## config.mk

```make
export PLATFORM = sky130hd
export DESIGN_NAME = triac_phase_angle_firing_unit
export DESIGN_NICKNAME = d
export VERILOG_FILES = /design/src/rtl/tpaf_pkg.sv /design/src/rtl/tpaf_map.sv /design/src/rtl/tpaf_ctrl.sv /design/src/rtl/triac_phase_angle_firing_unit.sv
export SDC_FILE = /design/constraint.sdc
export NUM_CORES = 1
export LEC_CHECK = 0
export ABC_AREA = 1
export BUFFER_PORTS_ARGS = -buffer_cell sky130_fd_sc_hd__buf_2
export CORE_ASPECT_RATIO = 0.9
export CORE_MARGIN = 4
export CORE_UTILIZATION = 51
export CTS_BUF_LIST = sky130_fd_sc_hd__clkbuf_4 sky130_fd_sc_hd__clkbuf_8 sky130_fd_sc_hd__clkbuf_16
export DETAILED_ROUTE_END_ITERATION = 10
export PLACE_DENSITY = 0.79
export RECOVER_POWER = 100
export SLEW_MARGIN = 20
export SYNTH_ARGS = -nofsm -noshare
export SYNTH_HDL_FRONTEND = slang
export SYNTH_SLANG_ARGS = --single-unit
export TNS_END_PERCENT = 1
```

## constraint.sdc

```tcl
create_clock -name i_clk -period 14.45 [get_ports i_clk]
set_clock_uncertainty 0.15 [all_clocks]
set_input_delay 3.6125 -clock i_clk [delete_from_list [all_inputs] [get_ports i_clk]]
set_output_delay 3.6125 -clock i_clk [all_outputs]
set_load 0.1 [all_outputs]
```

## src/rtl/tpaf_pkg.sv

```systemverilog
package tpaf_pkg;

    localparam int SAMPLE_W = 12;
    localparam int DELAY_W  = 14;
    localparam int PULSE_W  = 10;

    localparam logic [SAMPLE_W-1:0] ADC_CODE_MAX = 12'd4095;

    // Values after reset
    localparam logic [PULSE_W-1:0] PULSE_WIDTH_RST = 10'd25;
    localparam logic [DELAY_W-1:0] DELAY_MIN_RST   = 14'd100;
    localparam logic [DELAY_W-1:0] DELAY_MAX_RST   = 14'd9900;
    localparam logic [DELAY_W-1:0] DELAY_RST       = 14'd9900;

    // Word kinds carried on the input tuser
    typedef enum logic [1:0] {
        MODE_TICK = 2'd0,
        MODE_ZC   = 2'd1,
        MODE_ADC  = 2'd2
    } t_mode;

    typedef struct packed {
        logic [DELAY_W-1:0] delay;
        logic               warn;
        logic               busy;
        logic               gate;
    } t_result;

endpackage

```

## src/rtl/tpaf_map.sv

```systemverilog
module tpaf_map
    import tpaf_pkg::*;
#(
    parameter int ADC_FULL_SCALE = 4095
) (
    input  logic               i_clk,
    input  logic               i_en_prod,
    input  logic               i_en_map,
    input  logic [SAMPLE_W-1:0] i_sample,
    input  logic [DELAY_W-1:0] i_delay_min,
    input  logic [DELAY_W-1:0] i_delay_max,
    output logic [DELAY_W-1:0] o_map
);

    // Largest sample that reaches the multiplier
    localparam int CLAMP_INT = (ADC_FULL_SCALE < 4095) ? ADC_FULL_SCALE : 4095;
    localparam logic [SAMPLE_W-1:0] CLAMP = SAMPLE_W'(CLAMP_INT);
    localparam int SPAN_MAX  = (1 << DELAY_W) - 1;
    // Bits of sample * span
    localparam int PROD_W    = $clog2(CLAMP_INT * SPAN_MAX + 1);
    // Exact floor division by reciprocal: m = ceil(2^k / d), k = n + ceil(log2 d)
    localparam int SHIFT     = PROD_W + $clog2(ADC_FULL_SCALE);
    localparam int RECIP_W   = PROD_W + 1;
    localparam logic [63:0] RECIP_64 =
        ((64'd1 << SHIFT) + 64'(ADC_FULL_SCALE) - 64'd1) / 64'(ADC_FULL_SCALE);
    localparam logic [RECIP_W-1:0] RECIP = RECIP_W'(RECIP_64);
    localparam int WIDE_W    = PROD_W + RECIP_W;

    logic [SAMPLE_W-1:0] w_sample;
    logic [DELAY_W-1:0]  w_span;
    logic [PROD_W-1:0]   n_prod;
    logic [PROD_W-1:0]   r_prod;
    logic [WIDE_W-1:0]   w_wide;
    logic [DELAY_W-1:0]  w_quo;
    logic [DELAY_W:0]    w_sum;
    logic [DELAY_W-1:0]  n_map;
    logic [DELAY_W-1:0]  r_map;

    always_comb begin
        w_sample = (i_sample > CLAMP) ? CLAMP : i_sample;
        w_span   = (i_delay_max > i_delay_min) ? (i_delay_max - i_delay_min) : '0;
        n_prod   = PROD_W'(w_sample) * PROD_W'(w_span);
    end

    always_comb begin
        w_wide = WIDE_W'(r_prod) * WIDE_W'(RECIP);
        w_quo  = DELAY_W'(w_wide >> SHIFT);
        w_sum  = {1'b0, i_delay_min} + {1'b0, w_quo};
        // saturate at the top of the delay range
        n_map  = w_sum[DELAY_W] ? {DELAY_W{1'b1}} : w_sum[DELAY_W-1:0];
    end

    always_ff @(posedge i_clk) begin
        if (i_en_prod) begin
            r_prod <= n_prod;
        end
        if (i_en_map) begin
            r_map <= n_map;
        end
    end

    assign o_map = r_map;

endmodule

```

## src/rtl/tpaf_ctrl.sv

```systemverilog
module tpaf_ctrl
    import tpaf_pkg::*;
(
    input  logic               i_clk,
    input  logic               i_rst_n,
    input  logic               i_adv,
    input  logic [1:0]         i_mode,
    input  logic [DELAY_W-1:0] i_map,
    input  logic [PULSE_W-1:0] i_pulse_width,
    output t_result            o_res
);

    typedef enum logic [1:0] {
        PH_IDLE  = 2'd0,
        PH_WAIT  = 2'd1,
        PH_PULSE = 2'd2
    } t_phase;

    t_phase             r_phase, n_phase;
    logic [DELAY_W-1:0] r_tick_count, n_tick_count;
    logic [DELAY_W-1:0] r_latched, n_latched;
    logic [DELAY_W-1:0] r_current, n_current;
    logic               r_gate, n_gate;
    logic               n_warn;
    t_result            r_res, n_res;
    logic [DELAY_W-1:0] w_tick_inc;

    assign w_tick_inc = r_tick_count + 14'd1;

    always_comb begin
        n_phase      = r_phase;
        n_tick_count = r_tick_count;
        n_latched    = r_latched;
        n_current    = r_current;
        n_gate       = r_gate;
        n_warn       = 1'b0;
        case (i_mode)
            MODE_TICK: begin
                if (r_phase == PH_WAIT) begin
                    n_tick_count = w_tick_inc;
                    if (w_tick_inc >= r_latched) begin
                        n_gate       = 1'b1;
                        n_phase      = PH_PULSE;
                        n_tick_count = '0;
                    end
                end else if (r_phase == PH_PULSE) begin
                    n_tick_count = w_tick_inc;
                    if (w_tick_inc >= DELAY_W'(i_pulse_width)) begin
                        n_gate       = 1'b0;
                        n_phase      = PH_IDLE;
                        n_tick_count = '0;
                    end
                end
            end
            MODE_ZC: begin
                if (r_phase == PH_IDLE) begin
                    n_latched    = r_current;
                    n_tick_count = '0;
                    // zero delay fires on the crossing itself
                    if (r_current == '0) begin
                        n_gate  = 1'b1;
                        n_phase = PH_PULSE;
                    end else begin
                        n_phase = PH_WAIT;
                    end
                end else begin
                    n_warn = 1'b1;
                end
            end
            MODE_ADC: begin
                n_current = i_map;
            end
            default: begin
            end
        endcase
        n_res.gate  = n_gate;
        n_res.busy  = (n_phase != PH_IDLE);
        n_res.warn  = n_warn;
        n_res.delay = n_current;
    end

    always_ff @(posedge i_clk) begin
        if (!i_rst_n) begin
            r_phase      <= PH_IDLE;
            r_tick_count <= '0;
            r_latched    <= DELAY_RST;
            r_current    <= DELAY_RST;
            r_gate       <= 1'b0;
        end else if (i_adv) begin
            r_phase      <= n_phase;
            r_tick_count <= n_tick_count;
            r_latched    <= n_latched;
            r_current    <= n_current;
            r_gate       <= n_gate;
            r_res        <= n_res;
        end
    end

    assign o_res = r_res;

endmodule

```

## src/rtl/triac_phase_angle_firing_unit.sv

```systemverilog
// Phase-angle triac firing controller. Each input word is a 1 us tick, a mains
// zero crossing or a 12-bit ADC sample, selected by s_axis_tuser; every word
// yields exactly one result word giving the gate level, the busy flag, an
// overlap warning and the current firing delay after that word. A sample maps
// to delay_min + sample*(delay_max-delay_min)/ADC_FULL_SCALE (span zero when
// delay_max is below delay_min); a crossing while idle latches that delay, the
// gate rises after that many ticks and stays high for pulse_width ticks. A
// crossing while busy is dropped and flagged. Throughput is one word per clock
// while m_axis_tready accepts results; a result passes four registers:
// input register, the sample*span multiply, the reciprocal multiply that replaces
// the division by the full-scale constant, and the state update into the result
// register. Each stage holds only while the one after it is full and stalled, so
// input keeps flowing into empty stages while a result waits on m_axis_tready.
// Registers sit on the APB port at 0x0 pulse_width, 0x4 delay_min, 0x8
// delay_max; write them only while no word is in flight.
module triac_phase_angle_firing_unit
    import tpaf_pkg::*;
#(
    parameter int ADC_FULL_SCALE = 4095
) (
    input  logic        i_clk,
    input  logic        i_rst_n,
    // APB configuration port
    input  logic        psel,
    input  logic        penable,
    input  logic        pwrite,
    input  logic [3:0]  paddr,
    input  logic [31:0] pwdata,
    output logic [31:0] prdata,
    output logic        pready,
    // input words
    input  logic        s_axis_tvalid,
    output logic        s_axis_tready,
    input  logic [15:0] s_axis_tdata,   // [11:0] adc_sample, [15:12] zero
    input  logic [1:0]  s_axis_tuser,   // [1:0] mode
    // result words
    output logic        m_axis_tvalid,
    input  logic        m_axis_tready,
    // [0] gate_drive, [1] busy_res, [2] overlap_warning, [16:3] fire_delay, [23:17] zero
    output logic [23:0] m_axis_tdata
);

    localparam logic [1:0] REG_PULSE_WIDTH = 2'd0;
    localparam logic [1:0] REG_DELAY_MIN   = 2'd1;
    localparam logic [1:0] REG_DELAY_MAX   = 2'd2;

    logic [PULSE_W-1:0]  r_pulse_width;
    logic [DELAY_W-1:0]  r_delay_min;
    logic [DELAY_W-1:0]  r_delay_max;
    logic                w_cfg_wr;

    logic                r_v1, r_v2, r_v3, r_out_valid;
    logic [1:0]          r_mode1, r_mode2, r_mode3;
    logic [SAMPLE_W-1:0] r_sample1;
    logic                w_rdy_out, w_rdy3, w_rdy2, w_rdy1;
    logic [DELAY_W-1:0]  w_map;
    t_result             w_res;

    // Configuration registers
    assign pready   = 1'b1;
    assign w_cfg_wr = psel && penable && pwrite;

    always_ff @(posedge i_clk) begin
        if (!i_rst_n) begin
            r_pulse_width <= PULSE_WIDTH_RST;
            r_delay_min   <= DELAY_MIN_RST;
            r_delay_max   <= DELAY_MAX_RST;
        end else if (w_cfg_wr) begin
            case (paddr[3:2])
                REG_PULSE_WIDTH: r_pulse_width <= pwdata[PULSE_W-1:0];
                REG_DELAY_MIN:   r_delay_min   <= pwdata[DELAY_W-1:0];
                REG_DELAY_MAX:   r_delay_max   <= pwdata[DELAY_W-1:0];
                default: begin
                end
            endcase
        end
    end

    always_comb begin
        case (paddr[3:2])
            REG_PULSE_WIDTH: prdata = 32'(r_pulse_width);
            REG_DELAY_MIN:   prdata = 32'(r_delay_min);
            REG_DELAY_MAX:   prdata = 32'(r_delay_max);
            default:         prdata = '0;
        endcase
    end

    // Stage advance: a stage loads whenever it is empty or the next one loads
    assign w_rdy_out     = !r_out_valid || m_axis_tready;
    assign w_rdy3        = !r_v3 || w_rdy_out;
    assign w_rdy2        = !r_v2 || w_rdy3;
    assign w_rdy1        = !r_v1 || w_rdy2;
    assign s_axis_tready = w_rdy1;

    always_ff @(posedge i_clk) begin
        if (!i_rst_n) begin
            r_v1        <= 1'b0;
            r_v2        <= 1'b0;
            r_v3        <= 1'b0;
            r_out_valid <= 1'b0;
        end else begin
            if (w_rdy1) begin
                r_v1 <= s_axis_tvalid;
            end
            if (w_rdy2) begin
                r_v2 <= r_v1;
            end
            if (w_rdy3) begin
                r_v3 <= r_v2;
            end
            if (w_rdy_out) begin
                r_out_valid <= r_v3;
            end
        end
    end

    // Word kind and sample travel alongside the arithmetic
    always_ff @(posedge i_clk) begin
        if (w_rdy1) begin
            r_mode1   <= s_axis_tuser;
            r_sample1 <= s_axis_tdata[SAMPLE_W-1:0];
        end
        if (w_rdy2) begin
            r_mode2 <= r_mode1;
        end
        if (w_rdy3) begin
            r_mode3 <= r_mode2;
        end
    end

    tpaf_map #(
        .ADC_FULL_SCALE (ADC_FULL_SCALE)
    ) u_map (
        .i_clk       (i_clk),
        .i_en_prod   (w_rdy2),
        .i_en_map    (w_rdy3),
        .i_sample    (r_sample1),
        .i_delay_min (r_delay_min),
        .i_delay_max (r_delay_max),
        .o_map       (w_map)
    );

    // Apply the word to the firing state as it enters the result register
    tpaf_ctrl u_ctrl (
        .i_clk         (i_clk),
        .i_rst_n       (i_rst_n),
        .i_adv         (w_rdy_out && r_v3),
        .i_mode        (r_mode3),
        .i_map         (w_map),
        .i_pulse_width (r_pulse_width),
        .o_res         (w_res)
    );

    assign m_axis_tvalid = r_out_valid;
    assign m_axis_tdata  = {7'd0, w_res};

endmodule

```

==> impl_metrics.ini, run 1 <==
[outcome]
outcome = finished, violations left
violations = capacitance limit, slew limit

[grt]
antenna_found_initial = 0
track_usage = 0.2425
grt_first_pass_wirelength_mm = 77.86
gr-total-overflow = 0
grt_start_max_net_pins = 56
grt_pass1_vias = 15660

[setup_path]
critPathMaxFanout = 18
cp.arrival_ns = 6.33
cp_data_required_time_ns = 10.69
worstSetupStartpoint = m_axis_tready
worstSetupEndpointType = primary output
path_class = input pin to primary output
timing.rr.start = r_delay_min[0]$_SDFFE_PN0P_
startpoint_type = input pin

[die]
initial_utilization = 0.5213
ios = 120
num_rows = 65
die-area_um2 = 39190
core_area_um2 = 35300
die_h_um = 188.2
fp.dieW_um = 208.2

[cells_and_area]
drive_above_1_share = 0.03738
area_delta_synth_final_pct = 6.344
nNetsFinal = 2876
diodes = 0
layout.cells.most_common_list = nand2_1 (470), inv_1 (429), ha_1 (282)
fill_cells = 3305
seq_area_um2 = 3994
layout_commonest_cell = nand2_1
multiInputGateArea_um2 = 12430

[timing]
tightest_slew_ns = 2.136
finalMaxSlewViolations = 89
setup_viol = 0
layout_min_cycle_time_ns = 10.09
max_slew_margin = -0.4238
rsz0062_at_grt = false
setup_tns_ns = 0
fmax_mhz = 99.08
finalHoldViolations = 0
finalCritPeriodShare = 0.6985

[cts]
clock-root-buffer = clkbuf_16
postCtsSetupBuffers = 0
cts_num_sinks = 162
cts_hold_buf = 0
cts_made_buffers = 17
cts_tree = built
cts_max_path_buffers = 2
cts.clk_slew.worst_paths_ns = 0.07
h-tree-depth = 4
cts.repair.resized = 0
clkLatencyLatePin_ns = 0.45

[placed_design]
dp_hpwl_mm = 39.20
port_buffers = 69
gp_congestion = 1.026

[detailed_routing]
drc = 0
avgRoutedWirePerCell_um = 16.50
drt_iter0_drc = 1241
via_per_inst = 5.469
routed_wl_mm = 47.46
vias = 15730
ant_nets = 0
dr.pass1.iters = 5

[synthesis]
synth_cell_types = 51
syn-mean-instance-area_um2 = 7.827
ys_seq_elements = 162
synthFlopType = dfxtp_1
synth_cells = 2351
syn_area_um2 = 18400
yosys_warnings = 0
synth-edff-count = 75
postSynth.asyncResetShare = 0
seq_area_frac_synth = 0.2170

[min_path]
hold_class = flip-flop to flip-flop
min_from = r_mode2[0]$_DFFE_PP_

[job]
cap_violations = 2
[layout make-up]
cell class                 instances  share of cell area
multi-input combinational       1703              0.6352
inverter                         438             0.08408
tap                              469             0.02999
clock inverter                    13            0.006714
clock buffer                      19             0.02340
sequential                       162              0.2041
timing repair buffer              73             0.01656
[synth_stat cells, types with 8 or more instances]
master	number	area share
nand2_1	466	0.095
inv_1	429	0.088
ha_1	282	0.19
nor2_1	220	0.045
a21oi_1	157	0.043
fa_1	138	0.15
o21ai_0	100	0.027
dfxtp_1	87	0.095
nand3_1	81	0.022
edfxtp_1	75	0.12
nor3_1	28	0.0076
buf_4	27	0.011
clkbuf_1	27	0.0055
xor2_1	27	0.013
nand4_1	25	0.0085
xnor2_1	24	0.011
o211ai_1	15	0.0061
a21o_1	14	0.0057
a31oi_1	13	0.0044
nor4_1	10	0.0034
o21bai_1	10	0.0041
a211oi_1	9	0.0037
nor2_4	9	0.0055
o221ai_1	9	0.0043
buf_1	8	0.0016
buf_2	8	0.0022
[flip-flops by register name (all words and copies together) (netlist names)]
signal / count
u_map.r_prod: 26
u_map.o_map: 14
u_ctrl.r_phase: 2
u_ctrl.o_res: 17
r_mode2: 2
u_ctrl.r_tick_count: 14
r_v1: 1
r_delay_max: 14
r_mode1: 2
r_v2: 1
u_ctrl.r_current: 14
r_delay_min: 14
m_axis_tvalid: 1
r_mode3: 2
u_ctrl.r_latched: 14
u_ctrl.r_gate: 1
r_v3: 1
r_sample1: 12
r_pulse_width: 10
[metrics by stage]
step                cells  setup slack, ns  area [µm²]  hold slack, ns    util
floorplan            2375            4.555       18490          0.2503       -
global placement     2844            5.359       19050          0.2509  0.5397
detailed placement   2844            5.358       19050          0.2545  0.5397
CTS                  2876            5.349       19640          0.2713  0.5564
global route         2877            4.158       19570          0.2934  0.5544
finish               2877            4.357       19570          0.2694  0.5544
[routing by layer]
| metal | routed length, µm | part of all wire | track usage |
|---|---|---|---|
| met1 | 21140 | 0.45 | 0.3302 |
| met2 | 21880 | 0.46 | 0.3988 |
| met3 | 2985 | 0.063 | 0.03929 |
| met4 | 1452 | 0.031 | 0.07679 |
| met5 | 0 | 0 | 0 |
[final timing paths]
check,depth (start not counted),slack (ns),to
hold reg to reg,0,0.27,r_mode3[0]$_DFFE_PP_
setup / recovery,9,4.36,s_axis_tready
hold / removal,0,0.27,r_mode3[0]$_DFFE_PP_
setup reg to reg,31,5.49,u_map.r_prod[25]$_DFFE_PP_
[critical path, cell delays in order]
cell and delay, ns:
buf_2 0.08, nor2_1 0.05, inv_1 0.06, nor2_1 0.04
inv_1 0.45, nor2_1 0.15, nand2_1 0.10, clkbuf_1 0.83
clkbuf_1 0.94
[kinds of logic after synthesis]
logic type / share of synthesized area
xor+xnor: 0.02427
fa+ha+maj: 0.3419
flops: 0.2170
compound gates: 0.1064
buf+inv: 0.1112
simple gates: 0.1945
other cells: 0.0004081
mux: 0.004284
Power of run 1 is not shown: default switching activity piles up to over one toggle a cycle in this logic, so the estimate is an artifact.
==> run 2, diff against run 1 <==
==> constraint.sdc (replaced) <==
create_clock -name i_clk -period 10.5 [get_ports i_clk]
set_clock_uncertainty 0.15 [all_clocks]
set_input_delay 2.625 -clock i_clk [delete_from_list [all_inputs] [get_ports i_clk]]
set_output_delay 2.625 -clock i_clk [all_outputs]
set_load 0.1 [all_outputs]
==> run 2 against run 1 <==
Critical endpoint is now u_map.r_prod[25]$_DFFE_PP_. Setup slack got worse by 2.1 ns. Register-to-register slack got worse by 3.2 ns. Non-clock buffer count did not move. Critical path depth rose by 22. The flow still finishes with violations (capacitance limit, slew limit).
==> impl_metrics.ini, run 2 (synthesized netlist as in run 1, its figures left out) <==
[cts]
clkLatencyLatePin_ns = 0.45
cts_num_sinks = 162
postCtsSetupBuffers = 0
cts.repair.resized = 0
h-tree-depth = 4
cts_hold_buf = 0
cts_max_path_buffers = 2
cts_tree = built
cts_made_buffers = 17
clock-root-buffer = clkbuf_16
cts.clk_slew.worst_paths_ns = 0.07

[die]
core_area_um2 = 35300
fp.dieW_um = 208.2
die_h_um = 188.2
num_rows = 65
ios = 120
initial_utilization = 0.5213
die-area_um2 = 39190

[setup_path]
worst_r2r_path_depth = 31
worstSetupEndpointType = flip-flop
startpoint_type = flip-flop
cp_slowest_cell = nand2_1
cp_data_required_time_ns = 10.54
path_class = flip-flop to flip-flop
critPathMaxFanout = 18
cp.arrival_ns = 8.30
crit_path_max_incr_delay_ns = 0.78

[placed_design]
dp_hpwl_mm = 39.32
gp_congestion = 1.027
port_buffers = 69

[cells_and_area]
layout_commonest_cell = nand2_1
fill_cells = 3322
layout.cells.most_common_list = nand2_1 (470), inv_1 (430), ha_1 (282)
area_delta_synth_final_pct = 6.263
regMostFlops = u_map.r_prod
largest_reg_flops = 26
diodes = 0
nNetsFinal = 2876
drive_above_1_share = 0.03613

[detailed_routing]
drt_iter0_drc = 1005
ant_nets = 0
via_per_inst = 5.474
vias = 15750
drc = 0
avgRoutedWirePerCell_um = 16.45
dr.pass1.iters = 7
routed_wl_mm = 47.33

[timing]
rsz0062_at_grt = false
max_slew_margin = -0.4293
finalCritPeriodShare = 0.7865
finalMaxSlewViolations = 90
finalHoldViolations = 0
tightest_slew_ns = 2.144
hold_ws_ns = 0.2760
layout_min_cycle_time_ns = 8.258
fmax_mhz = 121.1
setup_tns_ns = 0
setup_viol = 0

[min_path]
hold_class = flip-flop to flip-flop
whs_path_depth = 0

[grt]
track_usage = 0.2405
grt_first_pass_wirelength_mm = 77.24
grt_start_max_net_pins = 56
grt_pass1_vias = 15630
gr-total-overflow = 0
antenna_found_initial = 0

[job]
cap_violations = 2

[outcome]
outcome = finished, violations left
violations = capacitance limit, slew limit
==> run 2: stage by stage <==
stage | utilization | worst slack, ns | instance area (µm²) | std cells
after floorplan | - | 2.580 | 18490 | 2375
after global placement | 0.5397 | 3.047 | 19050 | 2844
after detailed placement | 0.5397 | 2.861 | 19050 | 2844
after CTS | 0.5564 | 2.860 | 19640 | 2876
after global routing | 0.5540 | 1.727 | 19550 | 2877
final | 0.5540 | 2.242 | 19550 | 2877
==> run 2: final timing paths <==
path	start	end	slack, ns
max reg2reg	r_delay_min[0]$_SDFFE_PN0P_	u_map.r_prod[25]$_DFFE_PP_	2.24
min	r_mode1[0]$_DFFE_PP_	r_mode2[0]$_DFFE_PP_	0.28
max	r_delay_min[0]$_SDFFE_PN0P_	u_map.r_prod[25]$_DFFE_PP_	2.24
min reg2reg	r_mode1[0]$_DFFE_PP_	r_mode2[0]$_DFFE_PP_	0.28
==> run 2: metal layers <==
metal,track usage,routed length (µm),part of all wire,vias to the layer above
li1,-,-,-,7656
met1,0.3238,20680,0.44,7403
met2,0.3949,21590,0.46,568
met3,0.04511,3455,0.073,122
met4,0.07653,1595,0.034,0
met5,0,0,0,-
==> run 2: cell type report <==
cell class	count	area (µm²)	area share
multi-input combinational	1703	12420	0.6351
sequential	162	3994	0.2042
inverter	438	1649	0.08434
tap	469	586.8	0.03001
clock buffer	19	440.4	0.02252
timing repair buffer	73	315.3	0.01612
clock inverter	13	150.1	0.007679
==> run 2: critical path, delay by kind of cell (launching register included) <==
kind | cells | cell delay, ns
fa+ha+maj | 8 | 3.52
flops | 1 | 0.49
compound gates | 4 | 0.97
buf+inv | 7 | 0.50
xor+xnor | 1 | 0.17
simple gates | 11 | 2.21
Power of run 2 is left out for the same reason.
==> run 3, diff against run 2 <==
==> constraint.sdc (replaced) <==
create_clock -name i_clk -period 8.1 [get_ports i_clk]
set_clock_uncertainty 0.15 [all_clocks]
set_input_delay 2.025 -clock i_clk [delete_from_list [all_inputs] [get_ports i_clk]]
set_output_delay 2.025 -clock i_clk [all_outputs]
set_load 0.1 [all_outputs]
==> run 3 against run 2 <==
Critical endpoint is now u_map.r_prod[20]$_DFFE_PP_. First-iteration DRC count rose by 5.5%. Worst hold slack lost 0.012 ns. The flow still finishes with violations (capacitance limit, slew limit). Global-route usage fell by 0.14 points. Sequential share of layout area is 0.062 points lower. Highest routed layer unchanged. Final area is 0.31% higher.
==> impl_metrics.ini, run 3 (synthesized netlist as in run 1, its figures left out) <==
[timing]
setup_viol = 0
max_slew_margin = -0.4258
finalHoldViolations = 0
layout_min_cycle_time_ns = 7.460
setup_ws_ns = 0.6404
rsz0062_at_grt = false
finalCritPeriodShare = 0.9209
tightest_slew_ns = 2.139
fmax_mhz = 134.1
finalMaxSlewViolations = 69
setup_tns_ns = 0

[min_path]
whs_path_depth = 0
worst_hold_path.endpoint = r_mode3[1]$_DFFE_PP_
hold_class = flip-flop to flip-flop
min_from = r_mode2[1]$_DFFE_PP_

[cts]
cts_max_path_buffers = 2
clkLatencyLatePin_ns = 0.45
postCtsSetupBuffers = 0
cts_tree = built
cts_num_sinks = 162
h-tree-depth = 4
cts.repair.resized = 0
cts_hold_buf = 0
cts.clk_slew.worst_paths_ns = 0.07
clock-root-buffer = clkbuf_16
cts_made_buffers = 17

[setup_path]
critPathMaxFanout = 18
path_class = flip-flop to flip-flop
r2r_slack_ns = 0.64
critPathBufInv = 7
crit_family = adder cells
worstSetupEndpointType = flip-flop
cp_slowest_cell = fa_1
cp.arrival_ns = 7.51
startpoint_type = flip-flop
regToRegEndpoint = u_map.r_prod[20]$_DFFE_PP_
crit_top_cell = nand2_1
worst_r2r_path_depth = 31
cp_data_required_time_ns = 8.15
timing.rr.start = r_delay_min[0]$_SDFFE_PN0P_
crit_path_max_incr_delay_ns = 0.57

[cells_and_area]
nNetsFinal = 2878
regMostFlops = u_map.r_prod
instances_no_fill = 2879
layout_commonest_cell = nand2_1
area_delta_synth_final_pct = 6.589
drive_above_1_share = 0.03900
layout.cells.most_common_list = nand2_1 (467), inv_1 (430), ha_1 (282)
diodes = 0
largest_reg_flops = 26

[placed_design]
dp_hpwl_mm = 39.06
gp_congestion = 0.9688
port_buffers = 69
place_inst = 2846
place_ws_ns = 0.7677

[die]
num_rows = 65
core_area_um2 = 35300
die-area_um2 = 39190
fp.dieW_um = 208.2
initial_utilization = 0.5213
die_h_um = 188.2
ios = 120

[outcome]
outcome = finished, violations left
violations = capacitance limit, slew limit

[grt]
antenna_found_initial = 0
grt_pass1_vias = 15430
track_usage = 0.2390
grt_start_max_net_pins = 56
grt_first_pass_wirelength_mm = 76.82
gr-total-overflow = 0

[detailed_routing]
routed_wl_mm = 46.81
dr.pass1.iters = 5
drt_iter0_drc = 1060
via_per_inst = 5.444
ant_nets = 0
drc = 0
vias = 15670
avgRoutedWirePerCell_um = 16.26

[job]
cap_violations = 2
run 3: worst max-delay path by stage:
stage,from,to,cells after the start,slack (ns)
6_report,r_delay_min[0]$_SDFFE_PN0P_,u_map.r_prod[20]$_DFFE_PP_,31,0.64
5_1_grt,r_delay_min[0]$_SDFFE_PN0P_,u_map.r_prod[25]$_DFFE_PP_,31,0.13
3_5_place_dp,r_delay_min[0]$_SDFFE_PN0P_,u_map.r_prod[25]$_DFFE_PP_,32,0.77
4_1_cts,r_delay_min[0]$_SDFFE_PN0P_,u_map.r_prod[25]$_DFFE_PP_,32,0.76
3_3_place_gp,r_delay_min[0]$_SDFFE_PN0P_,u_map.r_prod[25]$_DFFE_PP_,32,0.83
2_1_floorplan,paddr[2],prdata[10],5,1.38
run 3: per-stage QoR:
stage,hold WS (ns),area [µm²],util
final,0.2636,19610,0.5557
after global routing,0.2855,19610,0.5557
after CTS,0.2657,19690,0.5579
after detailed placement,0.2566,19070,0.5402
after global placement,0.2524,19060,0.5401
after floorplan,0.2503,18490,-
run 3: final cells by class:
type | instances | area (µm²)
Multi-Input combinational cell | 1703 | 12430
Tap cell | 469 | 586.8
Inverter | 438 | 1649
Fill cell | 3298 | 15680
Clock buffer | 19 | 457.9
Timing Repair Buffer | 75 | 330.3
Sequential cell | 162 | 3994
Clock inverter | 13 | 165.2
run 3: per-layer routing:
metal | part of all wire | routed length [µm] | GRT usage | up-vias
met4 | 0.023 | 1055 | 0.06188 | 0
met1 | 0.45 | 20950 | 0.3265 | 7442
met2 | 0.47 | 21810 | 0.3972 | 506
met3 | 0.064 | 2984 | 0.04112 | 81
met5 | 0 | 0 | 0 | -
li1 | - | - | - | 7644
Power of run 3 is left out for the same reason.
